--- config.mk ---
export PLATFORM = sky130hd
export DESIGN_NAME = refcounted_lru_slot_cache
export DESIGN_NICKNAME = d
export VERILOG_FILES = /design/src/design/rlsc_pkg.sv /design/src/design/rlsc_ctrl.sv /design/src/design/rlsc_datapath.sv /design/src/design/refcounted_lru_slot_cache.sv
export SDC_FILE = /design/constraint.sdc
export NUM_CORES = 2
export LEC_CHECK = 0
export CAP_MARGIN = 40
export CORE_UTILIZATION = 27
export CTS_BUF_LIST = sky130_fd_sc_hd__clkbuf_4
export CTS_CLUSTER_SIZE = 30
export DETAILED_ROUTE_END_ITERATION = 10
export DONT_BUFFER_PORTS = 1
export GPL_ROUTABILITY_DRIVEN = 0
export PLACE_DENSITY = 0.47
export SYNTH_ARGS = -nofsm -noshare
export SYNTH_HDL_FRONTEND = slang
export SYNTH_HIERARCHICAL = 1
export SYNTH_SLANG_ARGS = --single-unit
--- constraint.sdc ---
create_clock -name clock -period 11.35 [get_ports clock]
set_input_delay 1.135 -clock clock [delete_from_list [all_inputs] [get_ports clock]]
set_output_delay 1.135 -clock clock [all_outputs]
set_load 0.01 [all_outputs]
--- src/design/rlsc_pkg.sv ---
// Shared types and constants of the reference counted slot cache.
`timescale 1ns / 1ps
package rlsc_pkg;

   localparam int SLOTS_DEF = 8;

   localparam int OP_W     = 2;
   localparam int TAG_W    = 64;
   localparam int KIND_W   = 2;
   localparam int SEL_W    = 4;
   localparam int STATUS_W = 2;
   localparam int REF_W    = 16;
   localparam int TICK_W   = 32;
   localparam int CNT_W    = 32;

   // Request operations
   localparam logic [OP_W-1:0] OP_ACQUIRE = 2'd0;
   localparam logic [OP_W-1:0] OP_USE     = 2'd1;
   localparam logic [OP_W-1:0] OP_RELEASE = 2'd2;

   // Response status codes
   localparam logic [STATUS_W-1:0] ST_OK     = 2'd0;
   localparam logic [STATUS_W-1:0] ST_NO_KEY = 2'd1;
   localparam logic [STATUS_W-1:0] ST_RANGE  = 2'd2;
   localparam logic [STATUS_W-1:0] ST_EMPTY  = 2'd3;

   // Controller to datapath commands
   typedef struct packed {
      logic load;
      logic decode;
      logic scan;
      logic update;
   } rlsc_cmd_type;

   // Datapath to controller status
   typedef struct packed {
      logic need_scan;
      logic scan_last;
   } rlsc_sts_type;

endpackage

--- src/design/rlsc_ctrl.sv ---
// Sequencer of the slot cache: decode, optional victim scan, update.
`timescale 1ns / 1ps
module rlsc_ctrl
   import rlsc_pkg::*;
(
   input  logic         clock,
   input  logic         reset,
   input  logic         start,
   output logic         busy,
   input  rlsc_sts_type sts,
   output rlsc_cmd_type cmd
);

   localparam logic [1:0] S_IDLE   = 2'd0;
   localparam logic [1:0] S_DECODE = 2'd1;
   localparam logic [1:0] S_SCAN   = 2'd2;
   localparam logic [1:0] S_UPDATE = 2'd3;

   logic [1:0] state_ff;
   logic [1:0] state_in;

   // Advance through the request phases
   always_comb begin
      state_in = state_ff;
      case (state_ff)
         S_IDLE: begin
            if (start) state_in = S_DECODE;
         end
         S_DECODE: begin
            state_in = sts.need_scan ? S_SCAN : S_UPDATE;
         end
         S_SCAN: begin
            if (sts.scan_last) state_in = S_UPDATE;
         end
         S_UPDATE: begin
            state_in = S_IDLE;
         end
         default: begin
            state_in = S_IDLE;
         end
      endcase
   end

   always_ff @(posedge clock) begin
      if (reset) begin
         state_ff <= S_IDLE;
      end else begin
         state_ff <= state_in;
      end
   end

   // Drive commands from the current phase
   always_comb begin
      cmd.load   = (state_ff == S_IDLE) && start;
      cmd.decode = (state_ff == S_DECODE);
      cmd.scan   = (state_ff == S_SCAN);
      cmd.update = (state_ff == S_UPDATE);
   end

   assign busy = (state_ff != S_IDLE);

endmodule

--- src/design/rlsc_datapath.sv ---
// Slot table, lookup, victim scan, update and response registers.
`timescale 1ns / 1ps
module rlsc_datapath
   import rlsc_pkg::*;
#(
   parameter int SLOTS = SLOTS_DEF
) (
   input  logic                clock,
   input  logic                reset,
   input  rlsc_cmd_type        cmd,
   output rlsc_sts_type        sts,
   input  logic [OP_W-1:0]     req_opcode,
   input  logic                req_key_present,
   input  logic [TAG_W-1:0]    req_key_tag,
   input  logic [KIND_W-1:0]   req_kind_code,
   input  logic [SEL_W-1:0]    req_slot_select,
   output logic                rsp_valid,
   output logic [STATUS_W-1:0] rsp_status,
   output logic [SEL_W-1:0]    rsp_slot_number,
   output logic                rsp_hit,
   output logic [KIND_W-1:0]   rsp_slot_kind,
   output logic [CNT_W-1:0]    rsp_slot_uses,
   output logic [CNT_W-1:0]    rsp_hit_total,
   output logic [CNT_W-1:0]    rsp_miss_total
);

   localparam int SLOT_W = $clog2(SLOTS);

   // Captured request
   logic [OP_W-1:0]   op_ff;
   logic              key_ff;
   logic [TAG_W-1:0]  tag_ff;
   logic [KIND_W-1:0] kind_ff;
   logic [SEL_W-1:0]  sel_ff;

   // Slot table
   logic [SLOTS-1:0]  occ_ff;
   logic [TAG_W-1:0]  etag_ff  [SLOTS];
   logic [KIND_W-1:0] ekind_ff [SLOTS];
   logic [REF_W-1:0]  eref_ff  [SLOTS];
   logic [TICK_W-1:0] elast_ff [SLOTS];
   logic [CNT_W-1:0]  euses_ff [SLOTS];

   logic [TICK_W-1:0] tick_ff;
   logic [CNT_W-1:0]  hits_ff;
   logic [CNT_W-1:0]  misses_ff;

   // Lookup results
   logic              hit_ff;
   logic [SLOT_W-1:0] hit_idx_ff;
   logic              free_any_ff;
   logic [SLOT_W-1:0] free_idx_ff;

   // Victim scan
   logic [SLOT_W-1:0] scan_idx_ff;
   logic [SLOT_W-1:0] best_idx_ff;
   logic [TICK_W-1:0] best_tick_ff;

   logic [SLOTS-1:0]  match_vec;
   logic [SLOT_W-1:0] match_idx;
   logic [SLOT_W-1:0] free_idx;
   logic              is_acq;
   logic              is_sel_op;
   logic              in_range;
   logic [SLOT_W-1:0] target;
   logic [SLOT_W-1:0] rd_idx;
   logic              rd_occ;
   logic [KIND_W-1:0] rd_kind;
   logic [REF_W-1:0]  rd_ref;
   logic [TICK_W-1:0] rd_last;
   logic [CNT_W-1:0]  rd_uses;
   logic              do_fill;
   logic              do_hit;
   logic              sel_ok;
   logic              do_use;
   logic              do_rel;
   logic              tick_adv;
   logic [TICK_W-1:0] tick_next;
   logic [REF_W-1:0]  ref_new;
   logic [CNT_W-1:0]  uses_new;
   logic [STATUS_W-1:0] status_new;
   logic [SEL_W-1:0]  slot_new;
   logic [KIND_W-1:0] kind_new;
   logic [CNT_W-1:0]  uses_out;

   // Capture the request on acceptance
   always_ff @(posedge clock) begin
      if (cmd.load) begin
         op_ff   <= req_opcode;
         key_ff  <= req_key_present;
         tag_ff  <= req_key_tag;
         kind_ff <= req_kind_code;
         sel_ff  <= req_slot_select;
      end
   end

   // Compare the tag in every slot and find the first match and first free slot
   always_comb begin
      match_idx = '0;
      free_idx  = '0;
      for (int i = SLOTS - 1; i >= 0; i--) begin
         match_vec[i] = occ_ff[i] && (etag_ff[i] == tag_ff);
         if (match_vec[i]) match_idx = SLOT_W'(i);
         if (!occ_ff[i]) free_idx = SLOT_W'(i);
      end
   end

   assign is_acq    = (op_ff == OP_ACQUIRE);
   assign is_sel_op = (op_ff == OP_USE) || (op_ff == OP_RELEASE);
   assign in_range  = {1'b0, sel_ff} < (SEL_W + 1)'(SLOTS);

   assign sts.need_scan = is_acq && key_ff && !(|match_vec) && (&occ_ff);
   assign sts.scan_last = (scan_idx_ff == SLOT_W'(SLOTS - 1));

   // Hold the lookup results for the update
   always_ff @(posedge clock) begin
      if (cmd.decode) begin
         hit_ff      <= |match_vec;
         hit_idx_ff  <= match_idx;
         free_any_ff <= !(&occ_ff);
         free_idx_ff <= free_idx;
      end
   end

   // Pick the slot that the update touches
   always_comb begin
      if (is_acq) begin
         if (hit_ff) target = hit_idx_ff;
         else if (free_any_ff) target = free_idx_ff;
         else target = best_idx_ff;
      end else begin
         target = in_range ? sel_ff[SLOT_W-1:0] : '0;
      end
   end

   // Share one read port between the scan and the update
   assign rd_idx  = cmd.scan ? scan_idx_ff : target;
   assign rd_occ  = occ_ff[rd_idx];
   assign rd_kind = ekind_ff[rd_idx];
   assign rd_ref  = eref_ff[rd_idx];
   assign rd_last = elast_ff[rd_idx];
   assign rd_uses = euses_ff[rd_idx];

   // Walk the slots for the oldest unreferenced one, slot 0 as starting candidate
   always_ff @(posedge clock) begin
      if (cmd.decode) begin
         scan_idx_ff <= '0;
      end else if (cmd.scan) begin
         scan_idx_ff <= scan_idx_ff + 1'b1;
         if (scan_idx_ff == '0) begin
            best_idx_ff  <= '0;
            best_tick_ff <= rd_last;
         end else if ((rd_ref == '0) && (rd_last < best_tick_ff)) begin
            best_idx_ff  <= scan_idx_ff;
            best_tick_ff <= rd_last;
         end
      end
   end

   // Work out the effect of the request on the target slot
   always_comb begin
      do_fill   = is_acq && key_ff && !hit_ff;
      do_hit    = is_acq && key_ff && hit_ff;
      sel_ok    = is_sel_op && in_range && rd_occ;
      do_use    = sel_ok && (op_ff == OP_USE);
      do_rel    = sel_ok && (op_ff == OP_RELEASE) && (rd_ref != '0);
      tick_adv  = (is_acq && key_ff) || do_use || do_rel;
      tick_next = tick_ff + 1'b1;

      if (do_fill) ref_new = REF_W'(1);
      else if (do_hit) ref_new = rd_ref + 1'b1;
      else ref_new = rd_ref - 1'b1;

      uses_new = do_fill ? '0 : rd_uses + 1'b1;

      if (is_acq && !key_ff) status_new = ST_NO_KEY;
      else if (is_sel_op && !in_range) status_new = ST_RANGE;
      else if (is_sel_op && !rd_occ) status_new = ST_EMPTY;
      else status_new = ST_OK;

      if (is_acq) slot_new = key_ff ? SEL_W'(target) : '0;
      else slot_new = sel_ff;

      if (do_fill) kind_new = kind_ff;
      else if (do_hit || sel_ok) kind_new = rd_kind;
      else kind_new = '0;

      if (do_use) uses_out = uses_new;
      else if (do_hit || sel_ok) uses_out = rd_uses;
      else uses_out = '0;
   end

   // Write the target slot
   always_ff @(posedge clock) begin
      if (cmd.update) begin
         if (do_fill) begin
            etag_ff[target]  <= tag_ff;
            ekind_ff[target] <= kind_ff;
         end
         if (do_fill || do_hit || do_rel) eref_ff[target] <= ref_new;
         if (do_fill || do_use) euses_ff[target] <= uses_new;
         if (tick_adv) elast_ff[target] <= tick_next;
      end
   end

   // Keep occupancy and the global counters
   always_ff @(posedge clock) begin
      if (reset) begin
         occ_ff    <= '0;
         tick_ff   <= '0;
         hits_ff   <= '0;
         misses_ff <= '0;
      end else if (cmd.update) begin
         if (do_fill) occ_ff[target] <= 1'b1;
         if (tick_adv) tick_ff <= tick_next;
         if (do_hit) hits_ff <= hits_ff + 1'b1;
         if (do_fill) misses_ff <= misses_ff + 1'b1;
      end
   end

   // Register the response and strobe it for one cycle
   always_ff @(posedge clock) begin
      if (reset) begin
         rsp_valid <= 1'b0;
      end else begin
         rsp_valid <= cmd.update;
      end
   end

   always_ff @(posedge clock) begin
      if (cmd.update) begin
         rsp_status      <= status_new;
         rsp_slot_number <= slot_new;
         rsp_hit         <= do_hit;
         rsp_slot_kind   <= kind_new;
         rsp_slot_uses   <= uses_out;
         rsp_hit_total   <= do_hit ? hits_ff + 1'b1 : hits_ff;
         rsp_miss_total  <= do_fill ? misses_ff + 1'b1 : misses_ff;
      end
   end

endmodule

--- src/design/refcounted_lru_slot_cache.sv ---
// Top level of the reference counted slot cache with LRU replacement.
//
// Usage:
//   Present a request on the req_ ports with start high; it is taken at a
//   clock edge where start is high and busy is low. Busy stays high while
//   the request is worked on, and the next request is taken once it drops.
//   One response per request appears on the rsp_ ports for exactly one
//   cycle, marked by rsp_valid; the receiver has no way to hold it off.
//   The request passes through the decode and update states, and the response
//   strobe is registered from the update state. An acquire that misses while
//   every slot is occupied first runs the victim search, which walks the slot
//   table one entry per cycle over the table's single read port. A new request
//   may be accepted in the cycle the response is shown.
//   Reset clears all slots to unoccupied and zeroes the global tick and the
//   hit and miss totals.
`timescale 1ns / 1ps
module refcounted_lru_slot_cache
   import rlsc_pkg::*;
#(
   parameter int SLOTS = SLOTS_DEF
) (
   input  logic                clock,
   input  logic                reset,
   input  logic                start,
   output logic                busy,
   input  logic [OP_W-1:0]     req_opcode,
   input  logic                req_key_present,
   input  logic [TAG_W-1:0]    req_key_tag,
   input  logic [KIND_W-1:0]   req_kind_code,
   input  logic [SEL_W-1:0]    req_slot_select,
   output logic                rsp_valid,
   output logic [STATUS_W-1:0] rsp_status,
   output logic [SEL_W-1:0]    rsp_slot_number,
   output logic                rsp_hit,
   output logic [KIND_W-1:0]   rsp_slot_kind,
   output logic [CNT_W-1:0]    rsp_slot_uses,
   output logic [CNT_W-1:0]    rsp_hit_total,
   output logic [CNT_W-1:0]    rsp_miss_total
);

   rlsc_cmd_type cmd;
   rlsc_sts_type sts;

   rlsc_ctrl u_ctrl (
      .clock (clock),
      .reset (reset),
      .start (start),
      .busy  (busy),
      .sts   (sts),
      .cmd   (cmd)
   );

   rlsc_datapath #(
      .SLOTS (SLOTS)
   ) u_datapath (
      .clock           (clock),
      .reset           (reset),
      .cmd             (cmd),
      .sts             (sts),
      .req_opcode      (req_opcode),
      .req_key_present (req_key_present),
      .req_key_tag     (req_key_tag),
      .req_kind_code   (req_kind_code),
      .req_slot_select (req_slot_select),
      .rsp_valid       (rsp_valid),
      .rsp_status      (rsp_status),
      .rsp_slot_number (rsp_slot_number),
      .rsp_hit         (rsp_hit),
      .rsp_slot_kind   (rsp_slot_kind),
      .rsp_slot_uses   (rsp_slot_uses),
      .rsp_hit_total   (rsp_hit_total),
      .rsp_miss_total  (rsp_miss_total)
   );

endmodule

Word level (Yosys, flattened, before mapping)

Memory sizes are Yosys's and may differ from the RTL's.
Index checks and enable logic that the tools add are counted.

Register bits: 331
Latch bits: 0
Memory bits (writable): 1168
Bits in read-only memories: 0
Memories: 5
Output and inout port bits: 107
Bits of input ports: 76

Memories:

| name                | words | width | rd ports | clocked after Yosys merged registers in | wr ports | RTL line            | source |
|---|---|---|---|---|---|---|---|
| u_datapath.etag_ff  | 8     | 64    | 8        | 0                                       | 1        | rlsc_datapath.sv:38 | `logic [TAG_W-1:0] etag_ff [SLOTS];` |
| u_datapath.elast_ff | 8     | 32    | 1        | 0                                       | 1        | rlsc_datapath.sv:41 | `logic [TICK_W-1:0] elast_ff [SLOTS];` |
| u_datapath.euses_ff | 8     | 32    | 1        | 0                                       | 1        | rlsc_datapath.sv:42 | `logic [CNT_W-1:0] euses_ff [SLOTS];` |
| u_datapath.eref_ff  | 8     | 16    | 1        | 0                                       | 1        | rlsc_datapath.sv:40 | `logic [REF_W-1:0] eref_ff [SLOTS];` |
| u_datapath.ekind_ff | 8     | 2     | 1        | 0                                       | 1        | rlsc_datapath.sv:39 | `logic [KIND_W-1:0] ekind_ff [SLOTS];` |

Multipliers: 0
Equal/unequal tests: 16
Reductions and logical operators: 54
Magnitude comparators: 5
Shift-type cells: 0
Bitwise operators: 2
Multiplexer cells: 55
Add/subtract/negate cells: 7
Divide/modulo/power cells: 0

Operators with widths:

| operator                                                                     | number |
|---|---|
| 64-bit == test                                                               | 8 |
| 32-bit 2-to-1 mux                                                            | 7 |
| 32-bit by 1-bit adder with 32-bit output, second input constant              | 4 |
| 3-bit 2-to-1 mux                                                             | 15 |
| 32-bit less-than comparator                                                  | 1 |
| 16-bit 2-to-1 mux                                                            | 2 |
| 1-bit logical AND                                                            | 24 |
| 2-bit 2-to-1 mux                                                             | 10 |
| 1-bit 2-to-1 mux                                                             | 17 |
| 16-bit by 1-bit adder with 16-bit output, second input constant              | 1 |
| 16-bit zero test                                                             | 1 |
| 16-bit nonzero test                                                          | 1 |
| 16-bit by 1-bit subtractor with 16-bit output, second input constant         | 1 |
| 3-bit by 4-bit less-than comparator with 1-bit output, second input constant | 2 |
| 8-bit bitwise OR                                                             | 1 |
| 2-bit one-hot mux with 4 select lines                                        | 1 |
| 2-bit AND reduction                                                          | 4 |
| 8-bit AND reduction                                                          | 1 |
| 8-bit OR reduction                                                           | 1 |
| 1-bit logical OR                                                             | 7 |
| 2-bit == test, second input constant                                         | 3 |
| 1-bit zero test                                                              | 6 |
| 2-bit by 1-bit == test with 1-bit output, second input constant              | 2 |
| 2-bit zero test                                                              | 2 |
| other kinds (15)                                                             | 17 |

Depth between registers and ports, before layout

Depth after elaboration: 13
Gate-level depth with buffers: 30
Gate-level depth less buffers: 20

By module

The synthesis kept the hierarchy.

By module, submodules not included:

| module        | times used | sequential area each (sq um) | area an instance (sq um) | cells each |
|---|---|---|---|---|
| rlsc_datapath | 1          | 43872.1                      | 63269.4                  | 4637 |
| rlsc_ctrl     | 1          | 40.0                         | 202.7                    | 21 |

Worst setup path before layout

Ideal clock, no wire load.

Path kind: register -> register
From: register u_ctrl.state_ff[0]
To: memory u_datapath.ekind_ff[0][0], enable pin
Arrival: 6551 ps
Path buffers: 2
Cell stages (with the launch flop): 6
Path slack: 4307 ps
Cell sequence: dfxtp_1 -> ha_1 -> clkbuf_1 -> buf_1 -> nand3_1 -> nor2_1

RTL lines:

| item                     | RTL line            | source |
|---|---|---|
| start: declaration       | rlsc_ctrl.sv:19     | `logic [1:0] state_ff;` |
| start signal: assignment | rlsc_ctrl.sv:48     | `state_ff <= state_in;` |
| end: declaration         | rlsc_datapath.sv:39 |  |

Worst setup path in the final report

From: register u_datapath.op_ff[0]
To: memory u_datapath.elast_ff[0][10], enable pin

Word-level cells in the longest chain between the ends: 12
Elaborated cells on any way between the ends: 21

Ends and longest elaborated chain:

| item                                                       | RTL line            | source |
|---|---|---|
| start: declaration                                         | rlsc_datapath.sv:30 | `logic [OP_W-1:0] op_ff;` |
| start signal: assignment                                   | rlsc_datapath.sv:89 | `op_ff <= req_opcode;` |
| branches (longest 12 deep; another with memory 8 x 16 bit) | n/a                 |  |
| end: declaration                                           | rlsc_datapath.sv:41 |  |

Parallel ways; which one is timed is not known. The select of a mux whose other input is x is not followed.

==> impl_results.md <==
- Status: finished, final reports clean
- Final-stage net count: 5,211
- Die width: 487 µm
- CP Data Required Time: 12.25 ns
- Top post-synthesis cells by count: edfxtp_1 (1,389), nand2_1 (603), nand3_1 (303)
- Hold crit path type: primary input to flip-flop
- FF-to-FF End: u_datapath/elast_ff[0][10]
- Yosys warnings: 6
- Final Critical Period: 6.84 ns
- Fmax: 146 MHz
- Reg clk slew, reported paths: 0.06 ns
- Mapped Area: 63,500 µm²
- EDFF count, synth: 1,389
- Detailed Route Iter0 Violations: 2,836
- Area of the multi-input gates: 18,200 µm²
- Worst Path Arrival: 7.74 ns
- Vias in the first global route: 39,900
- Syn avg cell area: 13.6 µm²
- Post-synth top area share: 0.657
- Pwr/cell area: 236 nW/µm²
- Pre-CTS setup slack: 4.59 ns
- # Max-Cap Violations: 0
- Largest net degree at the start of global routing: 126
- DRT antenna net count: 0
- Root Buffer Master: clkbuf_4
- Clock skew: 0.150 ns
- Largest cells by area after synthesis: edfxtp_1 (66%), xor2_1 (4.1%), xnor2_1 (3.7%), nand2_1 (3.6%), dfxtp_1 (3.5%)
- Min-Delay Startpoint: reset
- Final WS setup: 4.51 ns
- Tcrit/Tclk final: 0.602
- First-pass GRT wire length: 261,000 µm
- Site Rows: 177
- Wire length per cell: 20.8 µm
- R2R depth: 17
- TritonCTS clock tree: yes
- Post-Layout Cell Count: 8,527
- Max transition margin: 0.366
- HPWL after detailed placement: 107,000 µm
- Vias per std cell: 4.62
- Largest area contributor in the netlist: edfxtp_1
- Layout cell share with drive strength beyond 1: 0.174
- R2r setup slk: 4.51 ns
- Clk sink count: 1,499
- Most frequent cell after synthesis: edfxtp_1
- Die area: 237,000 µm²
- CP Class: flip-flop to flip-flop
- Area after DPL: 68,000 µm²
- Hold Path End: u_datapath/rsp_valid
- Crit Path Max Fanout: 49
- Die Span Y: 487 µm
- Post-CTS resize count: 0
- Syn Nets: 4,795
- TritonRoute pass-1 iters: 6
- Top_reg_cell synth: edfxtp_1
- Initial core utilization: 0.272
- Setup tns final: 0 ns
- Static leakage: 25.4 nW
- Fin area: 74,200 µm²
- Reg area: 43,900 µm²
- R2r startpoint: u_datapath/op_ff[0]
- Worst-case clock buffer depth: 4
- Min-Delay Path Depth: 2
- CORE AREA: 233,000 µm²
- CP Capture Type: flip-flop
- Post-CTS Hold Buffers: 76
- IO buf count: 0
- Worst Tran Pin Value: 0.951 ns
- Hold Fails Final Rpt: 0
- CTS Buf Count: 418
- Global-route usage over all layers: 0.148
- Worst Setup Start Kind: flip-flop
- Distinct cells, synth: 88
- Slew Limit Fails: 0
- Worst vdd ir: 0.226 mV
- Vias: 39,400
- # IOs: 183
- # setup viols final: 0
- Clock latency on the worst-skew pair: 1.34 ns
- DRT Wirelength: 177,000 µm
- Post-synth ARST share: 0
- Grt ovf: 0
- Antenna violations before repair: 17
- Placed cell count: 7,708
- Setup Buffers After CTS: 0
- DRC Markers: 0
- P&R area growth vs syn: 16.9%
- H-tree levels: 5
- RSZ-0062 raised after global routing: no
- Yosys reg bits: 1,499
- Number of fill cells: 23,300
- Cells after Synth: 4,658
- Sequential share of the synthesized area: 0.692
## critical path: stages, from the launching register on
cell	delay, ns
edfxtp_1	0.39
inv_1	0.10
ha_1	0.52
and2b_1	0.30
a2111oi_4	0.09
buf_4	0.27
nor2_4	0.65
buf_4	0.68
mux4_2	0.59
mux2_2	0.31
nor4_1	0.33
nor4bb_1	0.40
buf_4	0.24
a31oi_1	0.10
buf_4	0.22
nand2_1	0.60
nor2_4	0.21
buf_4	0.32
## flip-flops by register name (all words and copies together) (netlist names), 16 cells and up
| name | count |
|---|---|
| u_datapath/tag_ff | 64 |
| u_datapath/etag_ff | 512 |
| u_datapath/rsp_hit_total | 32 |
| u_datapath/rsp_slot_uses | 32 |
| u_datapath/hits_ff | 32 |
| u_datapath/rsp_miss_total | 32 |
| u_datapath/ekind_ff | 16 |
| u_datapath/eref_ff | 128 |
| u_datapath/elast_ff | 256 |
| u_datapath/euses_ff | 256 |
| u_datapath/tick_ff | 32 |
| u_datapath/best_tick_ff | 32 |
| u_datapath/misses_ff | 32 |
## placed cells by master (no fill, tap or decap), drive strengths merged, types with 12 or more instances in the layout
cell type	count
edfxtp	1389
clkbuf	633
nand2	604
nand3	303
xor2	300
xnor2	265
nor2	237
inv	163
buf	157
dfxtp	110
nand4	101
clkinv	89
a21oi	84
nor4	82
dlygate4sd3	75
and3	67
ha	60
a211oi	56
o22ai	53
o21ai	44
a21o	40
mux4	36
nor3	35
mux2i	31
a311o	27
a221oi	26
nor3b	26
a22o	23
o2bb2ai	22
nor2b	18
nand2b	18
mux2	17
and2	17
a311oi	16
a31oi	14
or2	12
## logic make-up (layout without fill, tap and decap cells)
group           Yosys count  in the layout  synth area share
fa+ha+maj                61             61            0.0121
xor+xnor                565            565            0.0780
buf+inv                 399           1125            0.0252
simple gates           1562           1562             0.116
flops                  1499           1499             0.692
mux                      84             84            0.0207
other cells               0             11                 0
compound gates          488            488            0.0557
## cell type report
cell class              count  share of cell area
well taps                3132              0.0528
repair buffers            232              0.0292
multi-input cells        2760               0.246
flip-flops and latches   1499               0.592
inverters                 163             0.00824
diodes                     11            0.000371
clock buffers             633              0.0640
clock inverters            97             0.00799
## power breakdown
part / total (W) / internal [W] / switching (W)
Combinational: 0.00537 / 0.00165 / 0.00372
Sequential: 0.00715 / 0.00705 / 0.000108
Clock: 0.00498 / 0.00270 / 0.00227
Total: 0.0175 / 0.0114 / 0.00611
## through the flow
step,total power [W],util,hold WS [ns]
2_1_floorplan,0.0109,-,0.467
3_3_place_gp,0.0126,0.290,0.476
3_5_place_dp,0.0127,0.292,0.488
4_1_cts,0.0178,0.318,0.0658
5_1_grt,0.0186,0.318,0.0865
6_report,0.0175,0.318,0.243
## worst max-delay path by stage
stage	startpoint	to	slack, ns	depth (start not counted)
global placement	u_datapath/op_ff[0]	u_datapath/elast_ff[2][12]	4.62	17
CTS	u_datapath/op_ff[0]	u_datapath/elast_ff[0][10]	4.48	17
global route	u_datapath/op_ff[0]	u_datapath/elast_ff[0][10]	4.06	17
detailed placement	u_datapath/op_ff[0]	u_datapath/elast_ff[2][11]	4.59	17
finish	u_datapath/op_ff[0]	u_datapath/elast_ff[0][10]	4.51	17
floorplan	u_ctrl/state_ff[0]	u_datapath/ekind_ff[0][0]	4.31	5
## per-layer routing
| layer | part of all wire | GRT usage | up-vias |
|---|---|---|---|
| li1 | - | - | 18300 |
| met1 | 0.44 | 0.191 | 19600 |
| met2 | 0.48 | 0.245 | 1198 |
| met3 | 0.052 | 0.0301 | 311 |
| met4 | 0.024 | 0.0502 | 2 |
| met5 | 0.000073 | 0 | - |
(Power assumes the default switching activity.)
